### src/phh_pkg.sv
`timescale 1ns / 1ps
// ----------------------------------------------------------------------------
// phh_pkg
// shared constants, codes and control structs of the pixel hit map histogram
// ----------------------------------------------------------------------------
package phh_pkg;

    // map geometry
    localparam int MAP_COLUMNS = 256;
    localparam int MAP_ROWS    = 256;
    localparam int BIN_DEPTH   = MAP_COLUMNS * MAP_ROWS;
    localparam int ADDR_W      = (BIN_DEPTH > 1) ? $clog2(BIN_DEPTH) : 1;

    // field widths
    localparam int CMD_W      = 2;
    localparam int COORD_W    = 10;
    localparam int TOT_W      = 16;
    localparam int TAG_W      = 16;
    localparam int TOT_USED_W = 11;
    localparam int WEIGHT_W   = 2 * TOT_USED_W;
    localparam int BIN_W      = 32;
    localparam int MODE_W     = 2;

    // stream packing
    localparam int S_FIELDS_W = 2 * COORD_W + TOT_W + TAG_W;
    localparam int S_TDATA_W  = ((S_FIELDS_W + 7) / 8) * 8;
    localparam int M_TDATA_W  = BIN_W;

    localparam logic [TOT_USED_W-1:0] TOT_MASK = 11'h7ff;

    // command codes
    localparam logic [CMD_W-1:0] CMD_ACCUM      = 2'd0;
    localparam logic [CMD_W-1:0] CMD_READ       = 2'd1;
    localparam logic [CMD_W-1:0] CMD_READ_CLEAR = 2'd2;
    localparam logic [CMD_W-1:0] CMD_UNUSED     = 2'd3;

    // weight modes
    localparam logic [MODE_W-1:0] MODE_OCCUPANCY = 2'd0;
    localparam logic [MODE_W-1:0] MODE_TOT       = 2'd1;
    localparam logic [MODE_W-1:0] MODE_TOT_SQ    = 2'd2;
    localparam logic [MODE_W-1:0] MODE_TAG       = 2'd3;

    // controller to datapath
    typedef struct packed {
        logic clear_wr;    // write zero at sweep address, advance sweep
        logic capture;     // take the incoming item
        logic read_en;     // read addressed bin, form weight
        logic write_sum;   // write saturated sum back
        logic write_zero;  // zero the addressed bin
        logic load_out;    // load the result register
    } phh_cmd_t;

    // datapath to controller
    typedef struct packed {
        logic clr_done;
        logic is_acc;
        logic is_read;
        logic is_read_clear;
        logic in_map;
        logic hit_ok;
        logic out_free;
    } phh_status_t;

endpackage

### src/phh_controller.sv
`timescale 1ns / 1ps
// ----------------------------------------------------------------------------
// phh_controller
// sequencer for the clearing sweep and the per-item read-modify-write
// ----------------------------------------------------------------------------
module phh_controller (
    input  logic                 clk,
    input  logic                 rst_n,
    input  logic                 s_tvalid,
    output logic                 s_tready,
    input  phh_pkg::phh_status_t status,
    output phh_pkg::phh_cmd_t    cmd
);

    typedef enum logic [3:0] {
        ST_CLEAR  = 4'b0001,
        ST_IDLE   = 4'b0010,
        ST_LOOKUP = 4'b0100,
        ST_UPDATE = 4'b1000
    } phh_state_t;

    phh_state_t state_reg;
    phh_state_t state_next;

    always_comb
    begin
        state_next = state_reg;
        cmd        = '0;
        s_tready   = 1'b0;
        case (state_reg)
            ST_CLEAR:
            begin
                cmd.clear_wr = 1'b1;
                if (status.clr_done)
                begin
                    state_next = ST_IDLE;
                end
            end
            ST_IDLE:
            begin
                s_tready    = 1'b1;
                cmd.capture = s_tvalid;
                if (s_tvalid)
                begin
                    state_next = ST_LOOKUP;
                end
            end
            ST_LOOKUP:
            begin
                // dropped hits and the unused command end here
                cmd.read_en = 1'b1;
                if (status.is_read || (status.is_acc && status.hit_ok))
                begin
                    state_next = ST_UPDATE;
                end
                else
                begin
                    state_next = ST_IDLE;
                end
            end
            ST_UPDATE:
            begin
                if (status.is_acc)
                begin
                    cmd.write_sum = 1'b1;
                    state_next    = ST_IDLE;
                end
                else if (status.out_free)
                begin
                    cmd.load_out   = 1'b1;
                    cmd.write_zero = status.is_read_clear & status.in_map;
                    state_next     = ST_IDLE;
                end
            end
            default:
            begin
                state_next = ST_IDLE;
            end
        endcase
    end

    always_ff @(posedge clk or negedge rst_n)
    begin
        if (!rst_n)
        begin
            state_reg <= ST_CLEAR;
        end
        else
        begin
            state_reg <= state_next;
        end
    end

endmodule

### config.mk
export PLATFORM = sky130hd
export DESIGN_NAME = phh_controller
export DESIGN_NICKNAME = d
export VERILOG_FILES = /design/src/phh_pkg.sv /design/src/phh_controller.sv
export SDC_FILE = /design/constraint.sdc
export NUM_CORES = 1
export LEC_CHECK = 0
export BUFFER_PORTS_ARGS = -buffer_cell sky130_fd_sc_hd__buf_2
export CORE_AREA = 5 5 42 44
export CTS_CLUSTER_SIZE = 28
export DETAILED_ROUTE_END_ITERATION = 10
export DIE_AREA = 0 0 47 49
export SKIP_CTS_REPAIR_TIMING = 1
export SKIP_LAST_GASP = 1
export SLEW_MARGIN = 20
export SYNTH_ARGS = -nofsm -noshare
export SYNTH_HDL_FRONTEND = slang
export SYNTH_SLANG_ARGS = --single-unit
### constraint.sdc
create_clock -name clk -period 1.3 [get_ports clk]
set_input_delay 0.13 -clock clk [delete_from_list [all_inputs] [get_ports clk]]
set_output_delay 0.13 -clock clk [all_outputs]
set_load 0.01 [all_outputs]
==> results of run 1 <==
==> Yosys cell counts <==
library cell | n | share of area, %
dfrtp_1 | 3 | 30
inv_1 | 2 | 3.0
nor4_1 | 2 | 5.0
nor4b_1 | 2 | 7.0
a211oi_1 | 1 | 3.0
a21o_1 | 1 | 3.0
and2_2 | 1 | 3.0
and4_1 | 1 | 3.5
dfstp_2 | 1 | 11
nand2b_1 | 1 | 2.5
nor2_1 | 1 | 1.5
nor2_2 | 1 | 2.5
nor2b_1 | 1 | 2.5
nor3_1 | 1 | 2.0
o2bb2ai_1 | 1 | 3.5
o2bb2ai_2 | 1 | 6.0
or2_2 | 1 | 2.5
or3b_2 | 1 | 3.5
or4b_4 | 1 | 5.5
==> cell type report <==
cell class	instances	area, µm²
Fill cell	149	855.8
Timing Repair Buffer	27	175.2
Multi-Input combinational cell	18	215.2
Tap cell	16	20.02
Inverter	2	7.507
Sequential cell	4	101.3
Clock buffer	4	26.28
==> path summary, 6_finish.rpt <==
check,start,endpoint,slack [ps],cells past startpoint
max,state_reg[2],cmd[2],-380,4
min,status[6],state_reg[0],30,2
max reg2reg,state_reg[0],state_reg[1],-120,4
min reg2reg,state_reg[2],state_reg[2],600,2
max in group asynchronous,rst_n,state_reg[0],860,2
min in group asynchronous,rst_n,state_reg[3],240,2
==> cells in the final DEF (no fill, tap or decap), types with 2 or more instances in the layout <==
master / count
buf_4: 9
nor4b_4: 2
buf_2: 15
inv_1: 2
buf_6: 2
clkbuf_4: 3
dfrtp_1: 3
==> per-layer routing <==
metal  track usage [%]  up-vias  part of all wire [%]
li1                  -      153                     -
met2             9.502       16                    48
met3             2.214        2                   8.5
met1             7.572      143                    41
met4             5.530        0                   2.2
met5                 0        -                     0
==> critical path: cells and delay by family, from the launching register on <==
family / cells / cell delay, ps
simple gates: 2 / 650
buf+inv: 2 / 300
flops: 1 / 360
==> metrics by stage <==
step | worst slack (ps) | hold slack [ps] | util, % | cells
finish | -382.7 | 27.90 | 38.93 | 71
global route | -447.3 | 27.93 | 38.93 | 71
CTS | -401.9 | -317.0 | 29.82 | 64
detailed placement | -142.0 | -60.20 | 27.95 | 60
global placement | -120.1 | -61.16 | 27.95 | 60
floorplan | -71.29 | -165.6 | - | 24
==> logic make-up after synthesis <==
family / Yosys count / share of synthesized area, %
compound gates: 4 / 15.50
flops: 4 / 40.50
buf+inv: 2 / 3.001
simple gates: 14 / 41.00
==> power by group <==
part	switching (W)	internal, W	total (W)
sequential	0.0000150	0.000157	0.000172
combinational	0.000211	0.000246	0.000458
clock	0.0000535	0.000115	0.000169
==> run summary, run 1 <==
The flow ran to the end, but the final reports show violations. The longest clock path from root to sink contains 2 buffers. Part of the Yosys area used for sequential elements: 40.50%. The logs give 0.002303 mm² for the floorplan die area and 545.5 µm² for the final non-filler cell area.

The final reports fail on negative setup slack. Headroom to the max-slew limit came out at 85.79%. Post-synthesis to final-layout area growth: 118.0%. The overall routed net length was 790 µm. On the critical path, the stage with the largest delay is an instance of or4b_4.

The count of TritonRoute iterations in the first routing pass is 2, and the required time of the critical path is 1170 ps. The number of nets in the finished design was 66. For this run, the slowest stage of the critical path takes 560 ps.

After detailed routing, the number of vias per cell comes to 4.423. Entering global routing, the biggest net connects 7 pins. The share of the cycle needed by the critical path after routing is 129.4%, and the mapped cell area is 250.2 µm².

The remaining global-route overflow was 0; the final-report setup violation count was 8. For the via count of the first global-routing pass, the log shows 299. TritonCTS built the clock tree. The class of the most critical setup path was reg -> out. Element type at the critical path start: a flop. In this run the cell area measured after placement is 391.6 µm². STA classifies the critical path endpoint as an output pin.

VDD sags by at most 0.6588 mV. The DRC marker count from the first detailed-route iteration is 1. The logs give 594.3 MHz for the achievable frequency and 4 for the clock sink count. Kind of path behind the tightest hold check: in -> reg.

Synthesis produced a netlist whose cell count is 24. The number of synthesized register bits is 4. 0 antenna diodes ended up in the layout. The first global-routing pass estimated 1104 µm of wire. The power per standard cell area is 1463 mW/mm², and the data arrival time of the critical path is 1550 ps. Global routing used 6.648% of the available tracks across all layers. Max-cap violations in this run came to 0. On the final layout, the worst clock skew is 2.027 ps. Adding up every negative setup slack in the final design gives -1372 ps.

The routed wirelength normalized by instance count was 11.13 µm. The die width is 47 µm. The number of port buffers came out at 16. After floorplanning, the core was divided into 14 placement rows. Final-report hold violation count: 0.

Count of pins over their slew limit: 0. The clock-pin slew on the worst setup and hold paths is 40 ps. Synthesis instantiated 19 different standard cells from the library. The worst setup margin came out at -382.7 ps. Setup repair after global routing could not meet its margin everywhere.

Of the cells placed in the final design, the portion with a size suffix greater than 1 is 76.36%. The via total after detailed routing was 314; the post-layout total power was 0.0007983 W. For this configuration, the core starts out at a cell density of 17.86%. The number of design rule violations left after detail routing is 0. The congestion estimate from routability-driven global placement came to 0.6379. Post-synthesis average cell area: 10.43 µm².

For the worst-skew pair, the clock arrives at the later sink with an insertion delay of 240 ps. The measured slew at the worst slew-check pin was 211.2 ps; the number of warnings issued by yosys was 0. The logs give 1 for the H-tree level count and 0 for the initial antenna violation count.

The run gives 0.2577 nW as the leakage power figure. 17 I/O pins were placed. Synthesis produced a netlist with a net count of 34. Once detail routing completed, the nets flagged for antenna violations numbered 0. Traced cell by cell, the critical path runs through or4b_4 > buf_4 > nor2_1 > buf_2. Along the worst path, the maximum fanout reaches 2. The CTS root buffer is clkbuf_4.

In this run, CTS created clock tree buffers numbering 3. The register with the most flip-flops in the layout has 4 of them. The vertical die dimension came out at 49 µm. Counting I/O delays and the setup requirement, the final critical path takes 1683 ps. Standard cell core area: 0.001401 mm². After legalization and detailed placement, the total HPWL measured 592.9 µm.
No activity file was read; power rests on OpenSTA's default activity.
==> run 2: changes to the inputs <==
- BUFFER_PORTS_ARGS: -buffer_cell sky130_fd_sc_hd__buf_2 -> unset
- DONT_BUFFER_PORTS: unset -> 1
- HOLD_SLACK_MARGIN: unset -> 0.06
- SLEW_MARGIN: 20 -> unset
==> run 2 against run 1 <==
  * The flow still finishes with violations (negative setup slack)
  * Via count shrank 13%
  * Global-route usage is 0.37 points lower
  * Sequential share of layout area is 3.9 points higher
  * Register-to-register slack improved by 80 ps
  * Die area unchanged
  * Cell area fell by 17%
  * Hold slack better by 96 ps
  * Clock skew grew 2.7 ps
  * Maximum frequency rose by 3.1%
  * Clock power is essentially flat
==> run summary, run 2 (synthesis results as in run 1) <==
The flow ran to the end, but the final reports show violations. The final reports fail on negative setup slack. The tools report the DRC marker count from the first detailed-route iteration as 1. The clock insertion delay at the later pin of the skew report came out at 240 ps. The design draws 0.0007390 W. The tree is rooted in a clkbuf_4. For this run, the total global-route usage over all layers was measured as 6.276%.

Using the TritonRoute via totals, the vias-per-cell ratio works out to 4.789. After global routing the overflow that remains totals 0. Entering global routing, the biggest net connects 7 pins.

The library cell used most frequently in the layout, excluding fill and tap cells, is buf_4. The setup path with the least slack is of type reg -> out. The number of flip-flops under the largest register name was 4; the worst reg-to-reg setup slack was -40 ps. The tool flagged a number of max-cap violations equal to 0. After detailed routing, the wire length on met1 is 243 µm. The power per standard cell area was 1641 mW/mm²; the post-route non-filler standard cell count was 57. Port buffering added 0 buffers.

Before antenna repair, the detailed router went through 2 iterations. In the final layout, the share of cells above drive strength 1 is 65.85%. For this design, the slowest cell found on the critical path is or4b_4. The measured slew at the worst slew-check pin is 326.2 ps. Setup repair after global routing could not meet its margin everywhere.

The highest metal layer carrying signal wires in the routed design is met3. The final layout contains routed wiring with a total length of 724 µm. The worst clock skew was 4.718 ps.

The number of placement rows came out at 14. The worst hold path belongs to the class in -> reg. The HPWL reported at the end of detailed placement is 568.3 µm, and the worst setup margin is -332.3 ps.

The maximum fanout along the worst path came out at 5. From synthesis to final layout, the design area changed by 80.00%. Traced cell by cell, the critical path runs through or4b_4 > nor2_4 > and4_4.

Measured on the finished design, the core utilization comes to 32.14%. The capture instance of the worst register-to-register path is state_reg[1]. STA classifies the critical path endpoint as an output pin.

The tools report the final antenna diode count as 0. In the final design database the tool counted 52 nets. Count of pins over their slew limit: 0.

In this run the most critical hold path is launched from s_tvalid. Across all layers, the routed design uses 273 vias. The number of placed cells counting well taps came out at 50. The top cell types in the final layout, fill and taps aside, are buf_4, clkbuf_4, dfrtp_1.

The achievable frequency was 612.6 MHz; the number of buffers created by CTS was 3. Final-report hold violation count: 0. The logs give 0 for the initial antenna violation count and 256 for the via count of the first global-routing pass. The clock-pin slew on the worst setup and hold paths was 40 ps; the effective utilization at floorplan was 17.86%. The length of routed met2 wiring came out at 379 µm. In the finished design, the share of the clock period the worst path needs comes to 125.6%. The worst setup path is launched from a flop.

The buffers plus inverters on the worst setup path was 0; the total length of routed met3 wires was 100 µm. Counting every sink on the clock net gives 4. In this run the standard cell core region covers 0.001401 mm². The first global-routing pass estimated 993 µm of wire. The path with the worst hold slack has its endpoint at state_reg[2]. The maximum single-stage delay on the critical path is 570 ps. The startpoint identified for the worst register-to-register timing path is state_reg[0].

Along the worst hold path, the cell count comes to 2. For this run, design rule violations remaining after detail routing come to 0. The shortest clock period the worst path allows after layout was 1632 ps; the worst-case clock buffer depth was 2. Setup violations remaining at the end of the flow were counted as 9.

The leakage power figure was 0.1914 nW; the required time of the critical path was 1170 ps. At the worst endpoint, the arrival time is 1500 ps. The die width was 47 µm; the vertical die dimension was 49 µm. The largest voltage drop on the vdd net was 0.6799 mV.

The worst relative slew slack was 77.95%; the worst setup slack before clock tree synthesis was -103.4 ps. Measured in cells, the most critical reg-to-reg path has a length of 3. The tools report the H-tree level count as 1.

For the placer's final routability congestion estimate, the log shows 0.6497. 17 I/O pins were placed. The kind of cell adding the most delay to the critical path was simple AND/OR/NAND/NOR gates. The tools report the number of nets with antenna violations after routing as 0. TritonCTS built the clock tree.

The routed wirelength normalized by instance count came out at 12.70 µm. Floorplan die area: 0.002303 mm².
run 2: cell count changes in the layout (fill, tap and decap cells not counted), sizes merged:
cell	before	now
dlygate4sd3	1	2
buf	26	11
run 2: power by group:
part / switching [W] / total [W] / internal (W)
Clock: 0.0000532 / 0.000168 / 0.000115
Combinational: 0.000184 / 0.000395 / 0.000211
Sequential: 0.0000183 / 0.000175 / 0.000157
run 2: worst max-delay path by stage:
stage	startpoint	endpoint	slack, ps	cells after the start
3_3_place_gp	state_reg[0]	cmd[1]	-80	3
5_1_grt	state_reg[0]	cmd[1]	-370	3
4_1_cts	state_reg[0]	cmd[1]	-360	3
3_5_place_dp	state_reg[0]	cmd[1]	-100	3
6_report	state_reg[0]	cmd[1]	-330	3
2_1_floorplan	state_reg[1]	cmd[1]	-70	3
run 2: area by class of cell:
type	instances	area (µm²)
Multi-Input combinational cell	18	185.2
Fill cell	153	950.9
Sequential cell	4	101.3
Clock buffer	4	26.28
Tap cell	16	20.02
Timing Repair Buffer	13	110.1
Inverter	2	7.507
run 2: stage by stage:
stage | hold slack [ps] | TNS [ps] | area, µm²
detailed placement | -165.5 | -238.2 | 356.6
global placement | -165.4 | -170.0 | 356.6
finish | 124.0 | -1383 | 450.4
floorplan | -165.6 | -126.6 | 261.5
global route | 131.9 | -1894 | 450.4
CTS | -424.6 | -1716 | 382.9
run 2: metal layers:
layer  global-route usage [%]  up-vias
met5                        0        -
met4                    6.912        0
met3                    2.214        0
met2                    9.276       14
met1                    5.960      132
li1                         -      127
==> run 3: changes to the inputs <==
- MAX_ROUTING_LAYER: unset -> met4
- REMOVE_ABC_BUFFERS: unset -> 1
==> run 3 against run 2 <==
  * The run still ends with negative setup slack left
  * Critical path depth stayed put
  * Via count unchanged
  * Routed wire length up 8.7%
  * Global-route usage barely moved
  * Maximum frequency decreased by 0.79%
  * Combinational power rose by 2%
  * Register-to-register slack got worse by 100 ps
  * Clock-buffer cell count unchanged
  * Power rose by 2.6%
  * Critical endpoint unchanged
  * Largest power group unchanged
==> run summary, run 3 (synthesis results as in run 1) <==
The maximum fanout along the worst path came out at 3. For this design, the sink count on the clock tree is 4. The clock-pin slew on the worst setup and hold paths came out at 50 ps.

The worst setup margin was -345.3 ps. In this run the static leakage power is 0.1959 nW. The element type at the critical path start was a flop. The power per standard cell area works out to 1608 mW/mm². For the DRC marker count from the first detailed-route iteration, the log shows 2. CTS root buffer: clkbuf_4. The number of clock buffers added by TritonCTS is 3.

At the end of routability-driven placement, the weighted congestion stood at 0.6771. The logs give 58 for the post-route non-filler standard cell count and 82.59% for the worst relative slew slack. Global routing finished with a remaining overflow of 0. The routed wirelength normalized by instance count was 13.57 µm. Global routing consumed, on the met2 layer, 6.787% of the routing resources. In the final layout, flip-flops and latches occupy 101.3 µm². The share of the cycle needed by the critical path after routing is 126.6%. The run gives 0.001401 mm² as the standard cell core area. The overall routed net length is 787 µm, and the global-route wire length before repair is 972 µm. The initial antenna violation count was 0; the smallest hold slack was 114.4 ps. Summing over every cut layer, the via total after detailed routing is 273. The tools report the count of pins over their slew limit as 0.

Leaving out fill and tap cells, the most frequent cells in the layout are buf_4, clkbuf_4, dfrtp_1. The die width came out at 47 µm. The number of nets with antenna violations after routing is 0, and the met1 global-route usage is 8.444%. TritonCTS built the clock tree. The run gives 237 as the via count of the first global-routing pass. Final-report setup violation count: 9. The area of combinational cells with multiple inputs was 202.7 µm².

In the final design database the tool counted 53 nets. On the final layout, the worst clock skew is 8.702 ps. The kind of path behind the tightest hold check is in -> reg. For the pin with the worst max-slew slack, the measured transition is 257.5 ps. Count of TritonRoute iterations in the first routing pass: 6. The initial utilization of the core area, before any placement, comes to 17.86%. The required time of the critical path is 1170 ps, and the HPWL reported at the end of detailed placement is 504.4 µm. Entering global routing, the biggest net connects 7 pins. The floorplan step defined a die boundary enclosing 0.002303 mm². The I/O pin count is 17, and the largest voltage drop on the vdd net is 0.8088 mV.

The tools report the H-tree level count as 1. The checks that failed: negative setup slack. In this run the core area contains 14 standard-cell rows. During placement, the flow inserted port buffers numbering 0.

The global-route met3 utilization is 3.690%, and the number of flip-flops under the largest register name is 4. The number of antenna diodes in the final layout is 0. In this run the vertical extent of the chip is 49 µm.

The library cell used most frequently in the layout, excluding fill and tap cells, is buf_4. The post-route netlist has 69.05% of its cells at a drive strength greater than 1. The filler cells instantiated in the layout total 154. The tool flagged a number of max-cap violations equal to 0. The run finished, with violations left. The number of placed cells counting well taps is 48, and the combined global-route utilization of all metal layers is 6.304%. Routing layer with the top usage in global route: met1. The clock insertion delay at the later pin of the skew report came out at 240 ps. Post-synthesis to final-layout area growth: 88.50%. The worst setup path is captured at an output pin. In the routed layout, each cell is associated on average with a via count of 4.707. The data arrival time of the critical path was 1520 ps. Setup repair after global routing could not meet its margin everywhere. The shortest clock period the worst path allows after layout came out at 1645 ps. Static timing analysis puts the maximum clock frequency at 607.8 MHz.

For the worst-case clock buffer depth, the log shows 2. Final-report hold violation count: 0. Prior to clock tree synthesis, the placed netlist has a worst setup slack of -138.2 ps. By startpoint and endpoint, the worst setup path is classified as reg -> out.

The number of design rule violations left after detail routing was 0.
run 3: cell type report:
class / count / area share [%]
Clock buffer: 4 / 5.570
Inverter: 2 / 1.592
Multi-Input combinational cell: 18 / 42.97
Sequential cell: 4 / 21.49
Tap cell: 16 / 4.244
Timing Repair Buffer: 14 / 24.14
run 3: layer usage:
layer,share of wire (%),routed length (µm),vias up
li1,-,-,128
met1,41,323,127
met2,46,361,18
met3,13,102,0
met4,0,0,0
met5,0,0,-
run 3: worst paths after layout:
kind	cells past startpoint	slack, ps	endpoint	start
worst min-delay path	2	110	state_reg[2]	s_tvalid
worst max register to register	4	-140	state_reg[1]	state_reg[1]
min in group asynchronous	1	160	state_reg[2]	rst_n
worst min register to register	2	600	state_reg[0]	state_reg[3]
max in group asynchronous	1	880	state_reg[0]	rst_n
worst max-delay path	3	-350	cmd[1]	state_reg[1]
run 3: worst max-delay path, stage by stage (launching register included):
cell,delay (ps)
dfrtp_1,390
or4b_4,540
nor2_4,100
and4_4,240
run 3: power breakdown:
group	switching (W)	total (W)	internal, W
Combinational	0.000185	0.000401	0.000216
Sequential	0.0000256	0.000182	0.000157
Clock	0.0000591	0.000175	0.000116
run 3: per-stage QoR:
stage	TNS, ps	power (W)	utilization (%)	instance area [µm²]
2_1_floorplan	-338.7	0.0003116	-	250.2
3_5_place_dp	-344.8	0.0004335	23.57	330.3
3_3_place_gp	-279.3	0.0004328	23.57	330.3
6_report	-1501	0.0007583	33.66	471.7
5_1_grt	-1979	0.0008070	33.66	471.7
4_1_cts	-1484	0.0006160	25.45	356.6
